[config.mk]
export PLATFORM = sky130hd
export DESIGN_NAME = graph_diameter_connectivity_flat
export DESIGN_NICKNAME = d
export VERILOG_FILES = /design/src/design/gdc_pkg.sv /design/src/design/gdc_if.sv /design/src/design/gdc_cell.sv /design/src/design/gdc_seq.sv /design/src/design/graph_diameter_connectivity.sv /design/src/flat_wrapper.sv
export SDC_FILE = /design/constraint.sdc
export NUM_CORES = 2
export LEC_CHECK = 0
export BUFFER_PORTS_ARGS = -buffer_cell sky130_fd_sc_hd__buf_2
export CAP_MARGIN = 20
export CELL_PAD_IN_SITES_DETAIL_PLACEMENT = 0
export CELL_PAD_IN_SITES_GLOBAL_PLACEMENT = 2
export CORE_MARGIN = 4
export CORE_UTILIZATION = 46
export CTS_CLUSTER_SIZE = 40
export DETAILED_ROUTE_END_ITERATION = 10
export GPL_TIMING_DRIVEN = 0
export HOLD_SLACK_MARGIN = 0.03
export PLACE_DENSITY_LB_ADDON = 0.15
export SYNTH_ARGS = -nofsm -noshare
export SYNTH_HDL_FRONTEND = slang
export SYNTH_SLANG_ARGS = --single-unit
[constraint.sdc]
create_clock -name clock -period 5.2 [get_ports clock]
set_input_delay 0.26 -clock clock [delete_from_list [all_inputs] [get_ports clock]]
set_output_delay 0.26 -clock clock [all_outputs]
set_load 0.005 [all_outputs]
[src/design/gdc_pkg.sv]
`default_nettype none

package gdc_pkg;

   localparam int MAX_VERTICES_DEFAULT = 32;

   localparam int IDX_W  = 5;
   localparam int ROW_W  = 32;
   localparam int VC_W   = 6;
   localparam int DIAM_W = 5;

   localparam logic [VC_W-1:0]   VC_RESET  = 6'd32;
   localparam logic [DIAM_W-1:0] LEVEL_MAX = 5'd31;

   typedef struct packed {
      logic              connected;
      logic              has_isolated;
      logic [DIAM_W-1:0] diameter;
   } result_type;

endpackage

`default_nettype wire

[src/design/gdc_if.sv]
`default_nettype none

interface gdc_req_if;
   logic                       valid;
   logic                       ready;
   logic [gdc_pkg::IDX_W-1:0]  vertex_index;
   logic [gdc_pkg::ROW_W-1:0]  adjacency_row;
   logic                       last_row;

   modport source (output valid, output vertex_index, output adjacency_row,
                   output last_row, input ready);
   modport sink   (input valid, input vertex_index, input adjacency_row,
                   input last_row, output ready);
endinterface

interface gdc_rsp_if;
   logic                       valid;
   logic                       ready;
   logic                       connected;
   logic                       has_isolated;
   logic [gdc_pkg::DIAM_W-1:0] diameter;

   modport source (output valid, output connected, output has_isolated,
                   output diameter, input ready);
   modport sink   (input valid, input connected, input has_isolated,
                   input diameter, output ready);
endinterface

`default_nettype wire

[src/design/gdc_cell.sv]
`default_nettype none

module gdc_cell #(
   parameter int MAX_VERTICES = gdc_pkg::MAX_VERTICES_DEFAULT
) (
   input  wire logic                    clock,
   input  wire logic                    wr_en,
   input  wire logic [MAX_VERTICES-1:0] wr_row,
   input  wire logic                    frontier_bit,
   input  wire logic [MAX_VERTICES-1:0] mask,
   input  wire logic [MAX_VERTICES-1:0] acc_prev,
   output logic      [MAX_VERTICES-1:0] acc_out,
   output logic                         iso
);

   logic [MAX_VERTICES-1:0] row_ff, row_in;
   logic [MAX_VERTICES-1:0] acc_ff, acc_in;

   always_comb begin
      row_in = wr_en ? wr_row : row_ff;
      acc_in = acc_prev | (frontier_bit ? row_ff : '0);
   end

   always_ff @(posedge clock) begin
      row_ff <= row_in;
      acc_ff <= acc_in;
   end

   assign acc_out = acc_ff;
   assign iso     = ~|(row_ff & mask);

endmodule

`default_nettype wire

[src/design/gdc_seq.sv]
`default_nettype none

module gdc_seq #(
   parameter int MAX_VERTICES = gdc_pkg::MAX_VERTICES_DEFAULT
) (
   input  wire logic                         clock,
   input  wire logic                         reset,
   input  wire logic                         start,
   input  wire logic                         out_free,
   input  wire logic [gdc_pkg::VC_W-1:0]     vertex_count,
   input  wire logic [MAX_VERTICES-1:0]      acc_last,
   input  wire logic [MAX_VERTICES-1:0]      iso_vec,
   output logic      [MAX_VERTICES-1:0]      frontier,
   output logic      [MAX_VERTICES-1:0]      mask,
   output logic                              idle,
   output logic                              done,
   output gdc_pkg::result_type               result
);

   localparam int VW = $clog2(MAX_VERTICES + 1);

   localparam logic [1:0] S_IDLE   = 2'd0;
   localparam logic [1:0] S_WAVE   = 2'd1;
   localparam logic [1:0] S_FINISH = 2'd2;

   logic [1:0]                      state_ff, state_in;
   logic [VW-1:0]                   src_ff, src_in;
   logic [VW-1:0]                   cnt_ff, cnt_in;
   logic [MAX_VERTICES-1:0]         visited_ff, visited_in;
   logic [MAX_VERTICES-1:0]         frontier_ff, frontier_in;
   logic [gdc_pkg::DIAM_W-1:0]      level_ff, level_in;
   logic [gdc_pkg::DIAM_W-1:0]      maxecc_ff, maxecc_in;
   logic                            conn_ff, conn_in;

   logic [VW-1:0]                   v_use;
   logic [VW-1:0]                   src_nxt;
   logic [MAX_VERTICES-1:0]         onehot_nxt;
   logic [MAX_VERTICES-1:0]         reach;
   logic                            wave_end;
   logic                            src_last;
   logic                            src_ok;

   always_comb begin
      if (vertex_count == '0) begin
         v_use = VW'(1);
      end else if (32'(vertex_count) > 32'(MAX_VERTICES)) begin
         v_use = VW'(MAX_VERTICES);
      end else begin
         v_use = VW'(vertex_count);
      end
   end

   always_comb begin
      src_nxt = src_ff + VW'(1);
      for (int j = 0; j < MAX_VERTICES; j++) begin
         mask[j]       = (32'(j) < 32'(v_use));
         onehot_nxt[j] = (src_nxt == VW'(j));
      end
   end

   assign reach    = acc_last & mask & ~visited_ff;
   assign wave_end = (cnt_ff == VW'(MAX_VERTICES));
   assign src_last = (src_ff == v_use - VW'(1));
   assign src_ok   = (visited_ff == mask);

   always_comb begin
      state_in    = state_ff;
      src_in      = src_ff;
      cnt_in      = cnt_ff;
      visited_in  = visited_ff;
      frontier_in = frontier_ff;
      level_in    = level_ff;
      maxecc_in   = maxecc_ff;
      conn_in     = conn_ff;
      case (state_ff)
         S_IDLE: begin
            if (start) begin
               src_in      = '0;
               visited_in  = MAX_VERTICES'(1);
               frontier_in = MAX_VERTICES'(1);
               level_in    = '0;
               maxecc_in   = '0;
               conn_in     = 1'b1;
               cnt_in      = '0;
               state_in    = S_WAVE;
            end
         end
         S_WAVE: begin
            if (!wave_end) begin
               cnt_in = cnt_ff + VW'(1);
            end else if (reach != '0) begin
               level_in    = (level_ff == gdc_pkg::LEVEL_MAX) ? level_ff
                                                             : level_ff + gdc_pkg::DIAM_W'(1);
               visited_in  = visited_ff | reach;
               frontier_in = reach;
               cnt_in      = '0;
            end else begin
               if (!src_ok) begin
                  conn_in = 1'b0;
               end else if (level_ff > maxecc_ff) begin
                  maxecc_in = level_ff;
               end
               if (src_last) begin
                  frontier_in = '0;
                  state_in    = S_FINISH;
               end else begin
                  src_in      = src_nxt;
                  visited_in  = onehot_nxt;
                  frontier_in = onehot_nxt;
                  level_in    = '0;
                  cnt_in      = '0;
               end
            end
         end
         S_FINISH: begin
            if (out_free) begin
               src_in   = '0;
               state_in = S_IDLE;
            end
         end
         default: begin
            state_in = S_IDLE;
         end
      endcase
   end

   always_ff @(posedge clock) begin
      if (reset) begin
         state_ff    <= S_IDLE;
         src_ff      <= '0;
         cnt_ff      <= '0;
         visited_ff  <= '0;
         frontier_ff <= '0;
         level_ff    <= '0;
         maxecc_ff   <= '0;
         conn_ff     <= 1'b0;
      end else begin
         state_ff    <= state_in;
         src_ff      <= src_in;
         cnt_ff      <= cnt_in;
         visited_ff  <= visited_in;
         frontier_ff <= frontier_in;
         level_ff    <= level_in;
         maxecc_ff   <= maxecc_in;
         conn_ff     <= conn_in;
      end
   end

   assign frontier            = frontier_ff;
   assign idle                = (state_ff == S_IDLE);
   assign done                = (state_ff == S_FINISH) && out_free;
   assign result.connected    = conn_ff;
   assign result.has_isolated = |(iso_vec & mask);
   assign result.diameter     = conn_ff ? maxecc_ff : '0;

endmodule

`default_nettype wire

[src/design/graph_diameter_connectivity.sv]
// channel   dir  handshake      payload
// req_chan  in   valid/ready    vertex_index, adjacency_row, last_row
// rsp_chan  out  valid/ready    connected, has_isolated, diameter
// csr       in   csr_wr_en      csr_wr_data (vertex count)
//
// A row item with last_row clear is stored in the row register of the cell that vertex_index names.
// A last_row item starts a search from every used vertex; each search level is
// one wave down the row of cells, and the result is ready once every search ends.
// Reset is synchronous, active high; stored rows are undefined until written.
// req_chan.ready stays low while a search runs; the result register lets a new
// item in while rsp_chan is stalled.
`default_nettype none

module graph_diameter_connectivity #(
   parameter int MAX_VERTICES = gdc_pkg::MAX_VERTICES_DEFAULT
) (
   input  wire logic                     clock,
   input  wire logic                     reset,
   gdc_req_if.sink                       req_chan,
   gdc_rsp_if.source                     rsp_chan,
   input  wire logic                     csr_wr_en,
   input  wire logic [gdc_pkg::VC_W-1:0] csr_wr_data
);

   logic [gdc_pkg::VC_W-1:0] csr_vc_ff, csr_vc_in;
   logic                     rsp_valid_ff, rsp_valid_in;
   gdc_pkg::result_type      rsp_data_ff, rsp_data_in;

   logic                     req_accept;
   logic                     out_free;
   logic                     seq_idle;
   logic                     seq_done;
   gdc_pkg::result_type      seq_result;
   logic [MAX_VERTICES-1:0]  frontier;
   logic [MAX_VERTICES-1:0]  mask;
   logic [MAX_VERTICES-1:0]  iso_vec;
   logic [MAX_VERTICES-1:0]  wr_sel;
   logic [MAX_VERTICES-1:0]  row_ext;
   logic [MAX_VERTICES-1:0]  acc_chain [MAX_VERTICES+1];

   assign req_chan.ready = seq_idle;
   assign req_accept     = req_chan.valid && seq_idle;
   assign out_free       = !rsp_valid_ff || rsp_chan.ready;
   assign row_ext        = MAX_VERTICES'(req_chan.adjacency_row);
   assign acc_chain[0]   = '0;

   always_comb begin
      csr_vc_in    = csr_wr_en ? csr_wr_data : csr_vc_ff;
      rsp_valid_in = rsp_valid_ff;
      rsp_data_in  = rsp_data_ff;
      if (seq_done) begin
         rsp_valid_in = 1'b1;
         rsp_data_in  = seq_result;
      end else if (rsp_chan.ready) begin
         rsp_valid_in = 1'b0;
      end
   end

   always_ff @(posedge clock) begin
      if (reset) begin
         csr_vc_ff    <= gdc_pkg::VC_RESET;
         rsp_valid_ff <= 1'b0;
      end else begin
         csr_vc_ff    <= csr_vc_in;
         rsp_valid_ff <= rsp_valid_in;
      end
      rsp_data_ff <= rsp_data_in;
   end

   assign rsp_chan.valid        = rsp_valid_ff;
   assign rsp_chan.connected    = rsp_data_ff.connected;
   assign rsp_chan.has_isolated = rsp_data_ff.has_isolated;
   assign rsp_chan.diameter     = rsp_data_ff.diameter;

   for (genvar i = 0; i < MAX_VERTICES; i++) begin : g_cell
      assign wr_sel[i] = req_accept && (32'(req_chan.vertex_index) == 32'(i));

      gdc_cell #(.MAX_VERTICES(MAX_VERTICES)) u_cell (
         .clock        (clock),
         .wr_en        (wr_sel[i]),
         .wr_row       (row_ext),
         .frontier_bit (frontier[i]),
         .mask         (mask),
         .acc_prev     (acc_chain[i]),
         .acc_out      (acc_chain[i+1]),
         .iso          (iso_vec[i])
      );
   end

   gdc_seq #(.MAX_VERTICES(MAX_VERTICES)) u_seq (
      .clock        (clock),
      .reset        (reset),
      .start        (req_accept && req_chan.last_row),
      .out_free     (out_free),
      .vertex_count (csr_vc_ff),
      .acc_last     (acc_chain[MAX_VERTICES]),
      .iso_vec      (iso_vec),
      .frontier     (frontier),
      .mask         (mask),
      .idle         (seq_idle),
      .done         (seq_done),
      .result       (seq_result)
   );

endmodule

`default_nettype wire

[src/flat_wrapper.sv]
// flat-port wrapper written by rule: the top's interface ports become plain ports
module graph_diameter_connectivity_flat 
#(
   parameter int MAX_VERTICES = gdc_pkg::MAX_VERTICES_DEFAULT
)
  (clock, reset, csr_wr_en, csr_wr_data, req_chan_valid, req_chan_vertex_index, req_chan_adjacency_row, req_chan_last_row, req_chan_ready, rsp_chan_valid, rsp_chan_connected, rsp_chan_has_isolated, rsp_chan_diameter, rsp_chan_ready);
  gdc_req_if req_chan_i ();
  gdc_rsp_if rsp_chan_i ();
  input  wire logic clock;
  input  wire logic reset;
  input  wire logic csr_wr_en;
  input  wire logic [gdc_pkg::VC_W-1:0] csr_wr_data;
  input wire logic [$bits(req_chan_i.valid)-1:0] req_chan_valid;
  input wire logic [$bits(req_chan_i.vertex_index)-1:0] req_chan_vertex_index;
  input wire logic [$bits(req_chan_i.adjacency_row)-1:0] req_chan_adjacency_row;
  input wire logic [$bits(req_chan_i.last_row)-1:0] req_chan_last_row;
  output wire logic [$bits(req_chan_i.ready)-1:0] req_chan_ready;
  output wire logic [$bits(rsp_chan_i.valid)-1:0] rsp_chan_valid;
  output wire logic [$bits(rsp_chan_i.connected)-1:0] rsp_chan_connected;
  output wire logic [$bits(rsp_chan_i.has_isolated)-1:0] rsp_chan_has_isolated;
  output wire logic [$bits(rsp_chan_i.diameter)-1:0] rsp_chan_diameter;
  input wire logic [$bits(rsp_chan_i.ready)-1:0] rsp_chan_ready;
  assign req_chan_i.valid = req_chan_valid;
  assign req_chan_i.vertex_index = req_chan_vertex_index;
  assign req_chan_i.adjacency_row = req_chan_adjacency_row;
  assign req_chan_i.last_row = req_chan_last_row;
  assign req_chan_ready = req_chan_i.ready;
  assign rsp_chan_valid = rsp_chan_i.valid;
  assign rsp_chan_connected = rsp_chan_i.connected;
  assign rsp_chan_has_isolated = rsp_chan_i.has_isolated;
  assign rsp_chan_diameter = rsp_chan_i.diameter;
  assign rsp_chan_i.ready = rsp_chan_ready;
  graph_diameter_connectivity #(.MAX_VERTICES(MAX_VERTICES)) u_core (.clock(clock), .reset(reset), .req_chan(req_chan_i), .rsp_chan(rsp_chan_i), .csr_wr_en(csr_wr_en), .csr_wr_data(csr_wr_data));
endmodule
==> impl_metrics.json <==
{
  "status": "finished with violations",
  "violations": "negative setup slack",
  "grt_pass1_wl_mm": 426,
  "ys_seq_area_frac": 0.741,
  "overflow": 0,
  "antenna_found_initial": 53,
  "max_freq_mhz": 187,
  "whs_path_depth": 1,
  "initial_utilization": 0.465,
  "arrival_ns": 5.67,
  "drcViolationCount": 0,
  "htree_levels": 4,
  "synthArstFlopShare": 0,
  "rr_endpoint": "u_core.rsp_chan.has_isolated$_DFFE_PP_",
  "cap_violations": 0,
  "dp.cells": 7151,
  "yosysWarnings": 0,
  "io_buffers": 56,
  "drt_iter0_markers": 9534,
  "finalNonFillerCells": 7677,
  "layout_setup_ws_ns": -0.151,
  "wire_per_inst_um": 42.5,
  "die-area_um2": 163000,
  "cts_root_buffer": "clkbuf_16",
  "die_h_um": 404,
  "grt_usage": 0.393,
  "grt_pass1_vias": 46500,
  "layout-drive-gt1-share": 0.137,
  "hold_end": "u_core.g_cell[14].u_cell.row_ff[14]$_DFFE_PP_",
  "insertion_delay_ns": 0.84,
  "ys.flop_type": "dfxtp_1",
  "final_util": 0.555,
  "layout_common_cells": "dfxtp_1 (1119), edfxtp_1 (1031), a21o_1 (1002)",
  "fp.dieW_um": 404,
  "layout_commonest_cell": "dfxtp_1",
  "cp_data_required_time_ns": 5.52,
  "max_stage_delay_ns": 0.69,
  "critPathMaxFanout": 10,
  "gp_congestion": 1.01,
  "yosysUniqueCellTypes": 84,
  "worstMarginPinSlew_ns": 1.27,
  "timing.final.crit_share": 1.03,
  "p_leak_nw": 38.0,
  "cpMostUsedCell": "buf_4",
  "vias_per_cell": 6.51,
  "synth_nets": 5040,
  "p_per_area_nw_per_um2": 431,
  "antenna_left": 0,
  "core_um2": 155000,
  "grt_max_degree": 33,
  "slew_viol_final": 0,
  "area_delta_synth_final_pct": 19.3,
  "netlist_area_um2": 72000,
  "synth_edf_count": 1031,
  "synth_cells": 4974,
  "fin_worst_skew_ns": 0.0289,
  "worst_setup_path_end_kind": "register",
  "hp-class": "in2reg",
  "nNetsFinal": 5475,
  "rr_startpoint": "u_core.csr_vc_ff[4]$_SDFFE_PP0P_",
  "dr.pass1.iters": 8,
  "slowest_stage": "nand4_1",
  "hold_viol": 0,
  "ir_drop_uv": 339,
  "clk_pin_slew_ns": 0.06,
  "period_needed_ns": 5.35,
  "hpwl_mm": 228,
  "reg2reg_depth": 12,
  "setup_viol": 2,
  "ys_ff_latch": 2151,
  "clk_path_buf_depth": 3,
  "num_rows": 144,
  "rrSetupSlack_ns": -0.15,
  "worstSetupStartpointType": "register",
  "vias": 50000,
  "finalWirelength_mm": 326,
  "num_io_pins": 58,
  "worstPathCellList": "buf_4, buf_4, o211a_4, or2_2, buf_4, buf_4, a22oi_1, and3_1, nand4_1, o211ai_1, nor4_2, nand4_1",
  "min_from": "req_chan_adjacency_row[14]",
  "rsz0062_at_grt": "no",
  "clkSinkCount": 2151,
  "tns_ns": -0.202,
  "slew_headroom": 0.156,
  "path_class": "reg2reg",
  "syn_area_per_cell_um2": 14.5,
  "cts_tree": "done",
  "cts_buffers": 212
}
[Yosys cell counts (all sizes together) (6+ instances only)]
cell type | count | area [um^2]
a211o | 6 | 52.6
a211oi | 12 | 95.1
a21o | 1003 | 7530
a21oi | 127 | 636
a221o | 7 | 70.1
a221oi | 81 | 709
a222oi | 35 | 350
a22o | 100 | 876
a22oi | 150 | 1130
a31oi | 17 | 106
a32o | 12 | 120
a41o | 7 | 70.1
and2 | 43 | 269
and3 | 19 | 119
and3b | 6 | 52.6
and4 | 11 | 96.3
buf | 60 | 308
clkbuf | 232 | 871
dfxtp | 1120 | 22400
edfxtp | 1031 | 31000
ha | 17 | 213
inv | 35 | 131
mux2i | 7 | 70.1
nand2 | 164 | 618
nand2b | 11 | 68.8
nand3 | 37 | 198
nand3b | 10 | 75.1
nand4 | 73 | 457
nor2 | 119 | 447
nor2b | 16 | 100
nor3 | 26 | 135
nor3b | 6 | 45.0
nor4 | 30 | 215
o2111ai | 15 | 131
o211ai | 8 | 60.1
o21a | 10 | 75.1
o21ai | 132 | 661
o22ai | 23 | 150
o2bb2ai | 13 | 114
o31ai | 17 | 133
or2 | 11 | 68.8
or3 | 12 | 75.1
or4 | 12 | 93.8
xnor2 | 25 | 219
xor2 | 12 | 105
[routing by layer]
layer | global-route usage | share of wire
met5 | 0 | 0.00044
met4 | 0.232 | 0.067
met3 | 0.113 | 0.12
met2 | 0.567 | 0.42
met1 | 0.529 | 0.39
[state kept, by name, indices dropped and copies added, names as in the netlist]
name and cells:
u_core.u_seq.frontier 32, u_core.u_seq.maxecc_ff 5, u_core.rsp_chan.valid 1, u_core.rsp_chan.diameter 5, u_core.u_seq.src_ff 6, u_core.u_seq.cnt_ff 6, u_core.u_seq.level_ff 5, u_core.u_seq.conn_ff 1
u_core.u_seq.visited_ff 32, u_core.g_cell.u_cell.row_ff 1024, u_core.u_seq.state_ff 2, u_core.g_cell.u_cell.acc_out 1024, u_core.rsp_chan.connected 1, u_core.rsp_chan.has_isolated 1, u_core.csr_vc_ff 6
[layout make-up]
| type | instances | area [um^2] |
|---|---|---|
| antenna | 33 | 82.6 |
| sequential | 2151 | 53400 |
| timing repair buffer | 226 | 2720 |
| inverter | 36 | 143 |
| clock inverter | 115 | 1140 |
| fill | 12700 | 68900 |
| tap | 2044 | 2560 |
| buffer | 287 | 1960 |
| multi-input combinational | 2495 | 17900 |
| clock buffer | 290 | 5960 |
[power breakdown]
| part | internal [mW] | switching [mW] | total, mW |
|---|---|---|---|
| clock network | 8.86 | 6.79 | 15.6 |
| logic | 0.801 | 1.95 | 2.75 |
| registers | 18.3 | 0.291 | 18.6 |
[critical path: cells and delay by family, from the launching register on]
kind | cells | cell delay (ns)
AO/OA/AOI/OAI | 3 | 0.97
buffers and inverters | 4 | 1.31
flip-flops | 1 | 0.41
AND/OR/NAND/NOR | 5 | 2.08
[metrics by stage]
stage / power (mW) / hold WS [ns] / worst slack [ns] / instance area, um^2
6_report: 37.0 / 0.0714 / -0.151 / 85900
5_1_grt: 37.7 / 0.0393 / 0.000535 / 85800
4_1_cts: 36.8 / 0.0308 / -0.0907 / 85400
3_5_place_dp: 21.4 / 0.388 / -4.29 / 76700
3_3_place_gp: 21.2 / 0.384 / -7.55 / 74800
2_1_floorplan: 19.7 / 0.359 / 1.02 / 72000
[cell families after synthesis]
logic type      after synthesis  synth area share
xor+xnor                     37           0.00450
simple gates                615            0.0447
buf+inv                     328            0.0182
mux                           7          0.000973
flops                      2151             0.741
compound gates             1816             0.187
fa+ha+maj                    20           0.00337
[repair_timing]
action                                  CTS  global route
hold endpoints to repair                273            37
endpoints found under the setup margin   89            13
buffers inserted                         32            14
resized for setup                       192            58
hold buffers                             40             3
cloned                                    0             1
pin swaps                                24            15
[worst max-delay path by stage]
stage / from / end / slack, ns / depth (start not counted)
finish: u_core.csr_vc_ff[4]$_SDFFE_PP0P_ / u_core.rsp_chan.has_isolated$_DFFE_PP_ / -0.15 / 12
global route: u_core.csr_vc_ff[4]$_SDFFE_PP0P_ / u_core.rsp_chan.has_isolated$_DFFE_PP_ / 0.0005 / 13
CTS: u_core.csr_vc_ff[5]$_SDFFE_PP1P_ / u_core.rsp_chan.has_isolated$_DFFE_PP_ / -0.09 / 17
detailed placement: u_core.csr_vc_ff[5]$_SDFFE_PP1P_ / u_core.rsp_chan.has_isolated$_DFFE_PP_ / -4.29 / 20
global placement: u_core.csr_vc_ff[5]$_SDFFE_PP1P_ / u_core.rsp_chan.has_isolated$_DFFE_PP_ / -7.55 / 20
floorplan: u_core.csr_vc_ff[5]$_SDFFE_PP1P_ / u_core.u_seq.visited_ff[10]$_SDFFE_PP0P_ / 1.02 / 18
Power figures use the tool's default switching activity.
